===== src/hdl/velocity_key_matrix_scanner_macros.svh =====
// ============================================================================
// Assertion macros for the velocity key matrix scanner
// Concurrent property wrappers that compile to nothing in synthesis builds.
// ============================================================================
`ifndef VELOCITY_KEY_MATRIX_SCANNER_MACROS_SVH
`define VELOCITY_KEY_MATRIX_SCANNER_MACROS_SVH

`ifndef SYNTHESIS

// The consequent must hold in the same cycle as the antecedent.
`define VKMS_ASSERT_IMP(label, clk, rst_n, ante, cons) \
    label: assert property (@(posedge clk) disable iff (!rst_n) (ante) |-> (cons)) \
        else $error("vkms: same-cycle implication failed");

// The consequent must hold in the cycle after the antecedent.
`define VKMS_ASSERT_NXT(label, clk, rst_n, ante, cons) \
    label: assert property (@(posedge clk) disable iff (!rst_n) (ante) |=> (cons)) \
        else $error("vkms: next-cycle implication failed");

// The condition must hold at every clock edge out of reset.
`define VKMS_ASSERT_ALWAYS(label, clk, rst_n, cond) \
    label: assert property (@(posedge clk) disable iff (!rst_n) (cond)) \
        else $error("vkms: invariant failed");

`else

`define VKMS_ASSERT_IMP(label, clk, rst_n, ante, cons)
`define VKMS_ASSERT_NXT(label, clk, rst_n, ante, cons)
`define VKMS_ASSERT_ALWAYS(label, clk, rst_n, cond)

`endif

`endif


===== src/hdl/vkms_pkg.sv =====
// ============================================================================
// Velocity key matrix scanner package
// Shared field widths, map and event codes, velocity constants and the types
// that travel between the front end, the back end and the top level.
// ============================================================================
package vkms_pkg;

    localparam int SLOT_W    = 4;
    localparam int LEVEL_W   = 8;
    localparam int TIME_W    = 32;
    localparam int ID_W      = 7;
    localparam int KIND_W    = 2;
    localparam int VEL_W     = 7;
    localparam int MAP_AW    = 7;
    localparam int MAP_DEPTH = 128;

    localparam int MAX_RESULTS = 8;
    localparam int CNT_W       = 4;

    // Input item modes.
    localparam logic MODE_SCAN = 1'b0;
    localparam logic MODE_MAP  = 1'b1;

    // Contact roles in the map.
    localparam logic [KIND_W-1:0] KIND_NONE   = 2'd0;
    localparam logic [KIND_W-1:0] KIND_BUTTON = 2'd1;
    localparam logic [KIND_W-1:0] KIND_TOP    = 2'd2;
    localparam logic [KIND_W-1:0] KIND_BOTTOM = 2'd3;

    // Event codes.
    localparam logic [KIND_W-1:0] EV_BTN_DOWN = 2'd0;
    localparam logic [KIND_W-1:0] EV_BTN_UP   = 2'd1;
    localparam logic [KIND_W-1:0] EV_NOTE_ON  = 2'd2;
    localparam logic [KIND_W-1:0] EV_NOTE_OFF = 2'd3;

    // Velocity curve: full scale below the fast limit, minimum above the slow
    // limit, linear in between. The slope 126/49500 reduces to 7/2750, and the
    // division by 2750 is a multiply by ceil(2^30/2750) that is exact over the
    // whole range of 7*(d-500).
    localparam int                VEL_FAST_US = 500;
    localparam int                VEL_SLOW_US = 50000;
    localparam logic [VEL_W-1:0]  VEL_MAX     = 7'd127;
    localparam logic [VEL_W-1:0]  VEL_MIN     = 7'd1;
    localparam int                VEL_OFF_W   = 16;
    localparam int                VEL_Y_W     = 19;
    localparam logic [VEL_Y_W-1:0] VEL_RECIP  = 19'd390452;
    localparam int                VEL_SHIFT   = 30;
    localparam int                VEL_PROD_W  = 2 * VEL_Y_W;

    typedef struct packed {
        logic                 is_map;
        logic [LEVEL_W-1:0]   column_levels;
        logic [TIME_W-1:0]    time_us;
        logic [MAP_AW-1:0]    map_index;
        logic [KIND_W-1:0]    map_kind;
        logic [ID_W-1:0]      map_id;
    } t_item;

    typedef struct packed {
        logic                 closed;
        logic [KIND_W-1:0]    kind;
        logic [ID_W-1:0]      id;
    } t_map_entry;

    typedef struct packed {
        logic [KIND_W-1:0]    kind;
        logic [ID_W-1:0]      id;
        logic [VEL_W-1:0]     vel;
    } t_event;

endpackage


===== src/hdl/vkms_front.sv =====
// ============================================================================
// Velocity key matrix scanner front end
// Accepts input items, tags them as scan ticks or map writes, and holds them
// in a two-entry queue until the back end takes them.
// ============================================================================
module vkms_front
    import vkms_pkg::*;
(
    input  logic               i_clk,
    input  logic               i_rst_n,
    input  logic               i_valid,
    output logic               o_stall,
    input  logic               i_mode,
    input  logic [LEVEL_W-1:0] i_column_levels,
    input  logic [TIME_W-1:0]  i_time_us,
    input  logic [MAP_AW-1:0]  i_map_index,
    input  logic [KIND_W-1:0]  i_map_kind,
    input  logic [ID_W-1:0]    i_map_id,
    output logic               o_item_valid,
    output t_item              o_item,
    input  logic               i_pop
);

    t_item       r_q [2];
    logic        r_wp;
    logic        r_rp;
    logic [1:0]  r_count;
    logic        push;
    t_item       item;

    always_comb begin
        item.is_map        = (i_mode == MODE_MAP);
        item.column_levels = i_column_levels;
        item.time_us       = i_time_us;
        item.map_index     = i_map_index;
        item.map_kind      = i_map_kind;
        item.map_id        = i_map_id;
    end

    assign o_stall      = (r_count == 2'd2);
    assign push         = i_valid && !o_stall;
    assign o_item_valid = (r_count != 2'd0);
    assign o_item       = r_q[r_rp];

    always_ff @(posedge i_clk) begin
        if (push) begin
            r_q[r_wp] <= item;
        end
    end

    always_ff @(posedge i_clk) begin
        if (!i_rst_n) begin
            r_wp    <= 1'b0;
            r_rp    <= 1'b0;
            r_count <= 2'd0;
        end else begin
            if (push) begin
                r_wp <= ~r_wp;
            end
            if (i_pop) begin
                r_rp <= ~r_rp;
            end
            r_count <= r_count + 2'(push) - 2'(i_pop);
        end
    end

endmodule


===== config.mk =====
export PLATFORM = sky130hd
export DESIGN_NAME = vkms_front
export DESIGN_NICKNAME = d
export VERILOG_FILES = /design/src/hdl/velocity_key_matrix_scanner_macros.svh /design/src/hdl/vkms_pkg.sv /design/src/hdl/vkms_front.sv
export SDC_FILE = /design/constraint.sdc
export NUM_CORES = 1
export LEC_CHECK = 0
export ABC_AREA = 1
export BUFFER_PORTS_ARGS = -buffer_cell sky130_fd_sc_hd__buf_2
export CORE_MARGIN = 5
export CORE_UTILIZATION = 30
export CTS_CLUSTER_DIAMETER = 50
export DETAILED_ROUTE_END_ITERATION = 12
export GPL_TIMING_DRIVEN = 0
export PLACE_DENSITY = 0.6
export SETUP_SLACK_MARGIN = 0.3
export SLEW_MARGIN = 20
export SYNTH_ARGS = -nofsm -noshare
export SYNTH_HDL_FRONTEND = slang
export SYNTH_SLANG_ARGS = --single-unit

===== constraint.sdc =====
create_clock -name i_clk -period 3.8 [get_ports i_clk]
set_input_delay 0.57 -clock i_clk [delete_from_list [all_inputs] [get_ports i_clk]]
set_output_delay 0.57 -clock i_clk [all_outputs]
set_load 0.03 [all_outputs]

# ---- Word level (Yosys, flattened, before mapping)
# Memory sizes are Yosys's and may differ from the RTL's. A register that Yosys moved wholly into a read port is not among the register bits.
# Index checks and enable logic that the tools add are counted.
dict set report classes {
  n_addsub 2
  n_mul 0
  div_mod_pow 0
  magnitude_cmp 0
  n_eq_ne 1
  shifts 0
  muxes 4
  bitwise 2
  reduce_logical 3
}
# cell count
set ops {}
lappend ops {{2-to-1 mux 1 bit} 4}
lappend ops {{adder 2 x 1 -> 2 bit} 1}
lappend ops {{== test 2 bit (second input constant)} 1}
lappend ops {{inverter 1 bit} 2}
lappend ops {{nonzero test 2 bit} 1}
lappend ops {{subtractor 2 x 1 -> 2 bit} 1}
lappend ops {{logical AND 1 bit} 1}
lappend ops {{logical NOT 1 bit} 1}
dict set report totals {
  register_bits 4
  latchBits 0
  ram_bits 114
  rom_bits 0
  input_bits 61
  out_inout_bits 59
  word_cells 16
  n_memories 1
}
# name words word_bits read_ports rd_clocked_by_memory_dff wr line_no
set mem_list {}
lappend mem_list {r_q 2 57 1 1 1 vkms_front.sv:24} ;# t_item r_q [2];

# ---- Logic depth before layout (Yosys ltp)
dict set report depth {
  ltp_word 5
  mapped_depth 11
  depth_no_buf 11
}

# ---- Worst setup path before layout
# OpenSTA, ideal clock, no wires.
dict set report synth_path {
  path_kind {input to register}
  from {input i_valid}
  to {memory r_q[0][0] in the netlist's numbering (enable)}
  setup_time_ns 0.472
  arrival_time_ns 3.024
  required_time_ns 3.328
  slack_ns 0.304
  path_stages 2
  path_buffers 0
  path_cell_list {nand2_1 > nor2_1}
}
dict set report synth_between {
  elab_chain_cells 3
}
# item line_no
set synth_lines {}
lappend synth_lines {{from (decl)} vkms_front.sv:11} ;# input logic i_valid,
lappend synth_lines {{logical AND 1 bit} vkms_front.sv:41} ;# assign push = i_valid && !o_stall;
lappend synth_lines {{2-to-1 mux 1 bit} vkms_front.sv:46} ;# if (push) begin
lappend synth_lines {{2-to-1 mux 1 bit (implied by the code)} vkms_front.sv:47} ;# r_q[r_wp] <= item;
lappend synth_lines {{to (decl)} vkms_front.sv:24}
# No other way between the ends.

==> flow_metrics.py <==
metrics = {
    "final_layout": {
        "utilization_pct": 40.88,
        "drive_gt1_share_pct": 58.52,
        "area_growth_pct": 33.60,
        "n_fill_cell": 1333,
        "multi_input_area_um2": 867.1,
        "layout.nets": 415,
        "fin_cells": 548,
        "fin_area_um2": 5964,
        "diodes": 0,
        "regArea_um2": 3523,
    },
    "floorplanning": {
        "start_util_pct": 30.60,
        "fp.dieH_um": 132.0,
        "die_area_um2": 17420,
        "core_area_um2": 14590,
        "die_width_um": 132.0,
        "row_count": 44,
        "pin_count": 120,
    },
    "clock_tree": {
        "clk_path_buf_depth": 2,
        "cts_tree": "built",
        "cts_max_level": 4,
        "clock_latency_ns": 0.40,
        "clockRootBuffer": "clkbuf_16",
        "clock-sinks": 119,
        "clk_pin_slew_ns": 0.05,
        "cts_resized": 0,
        "numCtsBuffers": 17,
        "cts_hold_buf": 0,
        "cts_setup_buffers": 0,
    },
    "timing": {
        "rsz0062_at_grt": "false",
        "period_needed_ns": 2.211,
        "tightest_slew_ns": 0.7295,
        "setup_viol": 0,
        "timing.final.crit_share_pct": 58.18,
        "report.final.hold_viol_count": 0,
        "slew_headroom_pct": 51.25,
        "worst_slack_ns": 1.589,
        "drv_slew": 0,
        "fmax_mhz": 452.3,
        "fin_skew_ns": 0.01260,
    },
    "worst_setup_path": {
        "path_class": "flip-flop to output port",
        "crit_required_ns": 3.23,
        "crit_buf_inv": 3,
        "cp_max_fo": 10,
        "endpoint_kind": "output port",
        "path_delay_family": "buffers and inverters",
        "crit_chain": "buf_6 -> buf_6 -> mux2_4 -> buf_2",
        "critPathSlowestCell": "dfxtp_1",
        "cpPeakStageDelay_ns": 0.35,
        "cp.arrival_ns": 1.64,
        "critPathMostFrequentCell": "buf_6",
        "cp-start-kind": "flip-flop",
    },
    "route": {
        "viasPerCell": 4.299,
        "drt_iter0_drc": 94,
        "drc": 0,
        "wl_per_cell_um": 15.28,
        "num_vias": 2356,
        "final_antenna_net_count": 0,
        "drt_first_pass_iters": 4,
        "routed_wl_um": 8373,
    },
    "placement": {
        "dpl-instance-area_um2": 5375,
        "pre_cts_ws_ns": 1.607,
        "dp_cells": 517,
        "io_buffers": 119,
        "dpl.hpwl_um": 5727,
        "gp_congestion": 0.6614,
    },
    "synthesis": {
        "synth_edf_count": 114,
        "syn-instance-count": 211,
        "syn_avg_cell_area_um2": 21.16,
        "async_flop_share_pct": 0,
        "postSynthRegisterBits": 119,
        "synthDistinctLibCells": 12,
        "yosys.area.top_type_share_pct": 76.68,
        "yosysMostFrequentCell": "edfxtp_1",
        "synth_warnings": 0,
        "synth_area_um2": 4464,
        "synth-main-ff-cell": "edfxtp_1",
        "synth_common_cells": "edfxtp_1 (114), mux2_4 (30), mux2_2 (27), nand2_1 (10), inv_1 (7)",
        "yosysTopAreaCell": "edfxtp_1",
        "syn_nets": 274,
        "ys_seq_area_share_pct": 78.92,
        "yosys-top-cells-area": "edfxtp_1 (77%), mux2_4 (10%), mux2_2 (6.8%), dfxtp_1 (2.2%), buf_6 (1.0%)",
    },
    "global_route": {
        "track_usage_pct": 10.13,
        "antenna_found_initial": 0,
        "grt_pass1_wl_um": 13530,
        "grt_max_degree": 38,
        "overflow": 0,
        "grt_pass1_vias": 2675,
    },
    "worst_hold_path": {
        "worst_hold_path_type": "input port to flip-flop",
    },
    "pwr": {
        "power.density_nw_per_um2": 624.3,
        "peakVddDrop_uv": 313.3,
        "power_leakage_nw": 2.361,
        "fin_total_pwr_mw": 3.724,
    },
    "status": {
        "status": "finished, final reports clean",
    },
    "job": {
        "drv_cap": 0,
    },
}
## layer usage
layer	part of all wire [%]	wire, um	up-vias	global-route usage (%)
li1	-	-	1097	-
met1	41	3437	1169	11.31
met2	51	4259	78	16.59
met3	6.5	546	12	4.580
met4	1.5	129	0	4.629
met5	0	0	-	0
## state kept, by name (all words and copies together) (netlist names), named ones only
name,count
r_q,114
r_count,2
r_rp,1
r_wp,1
## layout make-up
class | count | share of cell area (%)
clock buffers | 17 | 7.132
well taps | 184 | 3.860
flip-flops and latches | 119 | 59.07
clock inverters | 14 | 2.748
multi-input cells | 79 | 14.54
plain buffers | 6 | 0.9230
inverters | 7 | 0.4825
repair buffers | 122 | 11.24
## worst paths after layout
check | from | to | slack, ns | cells after the start
max | flip-flop | o_item[51] | 1.59 | 4
min | i_map_index[1] | r_q[0][10] | 0.35 | 1
max reg2reg | r_count[0] | r_q[0][33] | 1.82 | 6
min reg2reg | r_rp | flip-flop | 0.50 | 2
## cell usage in the layout (no fill, tap or decap)
cell | netlist | routed
a21oi_1 | 2 | 2
clkinv_2 | 0 | 5
inv_1 | 7 | 6
nand3_1 | 2 | 2
nor2_1 | 6 | 5
buf_2 | 2 | 121
dfxtp_1 | 5 | 5
clkbuf_16 | 0 | 17
clkinv_1 | 0 | 5
nand2_1 | 10 | 10
buf_16 | 0 | 2
mux2_4 | 30 | 30
mux2_2 | 27 | 27
nor2_4 | 0 | 1
buf_12 | 0 | 1
edfxtp_1 | 114 | 114
ha_1 | 2 | 2
buf_6 | 4 | 4
inv_4 | 0 | 1
bufinv_16 | 0 | 4
## where the power goes
group | total [mW] | switching (mW) | leakage, nW | internal (mW)
logic | 0.533 | 0.332 | 0.964 | 0.201
registers | 1.60 | 0.0266 | 1.10 | 1.57
clock network | 1.59 | 0.522 | 0.293 | 1.07
## cells by family (layout without fill, tap and decap cells)
family / Yosys count / after routing / share of synthesized area [%]
muxes: 57 / 57 / 16.90
buffers and inverters: 13 / 166 / 1.822
adders and majority gates: 2 / 2 / 0.5604
AOI/OAI and AO/OA: 2 / 2 / 0.2242
and+or+nand+nor: 18 / 18 / 1.570
DFF: 119 / 119 / 78.92
## stage by stage
stage,setup TNS (ns),hold slack [ns]
detailed placement,0,0.4836
global placement,-80.10,0.4763
finish,0,0.3508
floorplan,0,0.4635
CTS,0,0.3273
global route,0,0.3284
No activity file was read; power rests on OpenSTA's default activity.
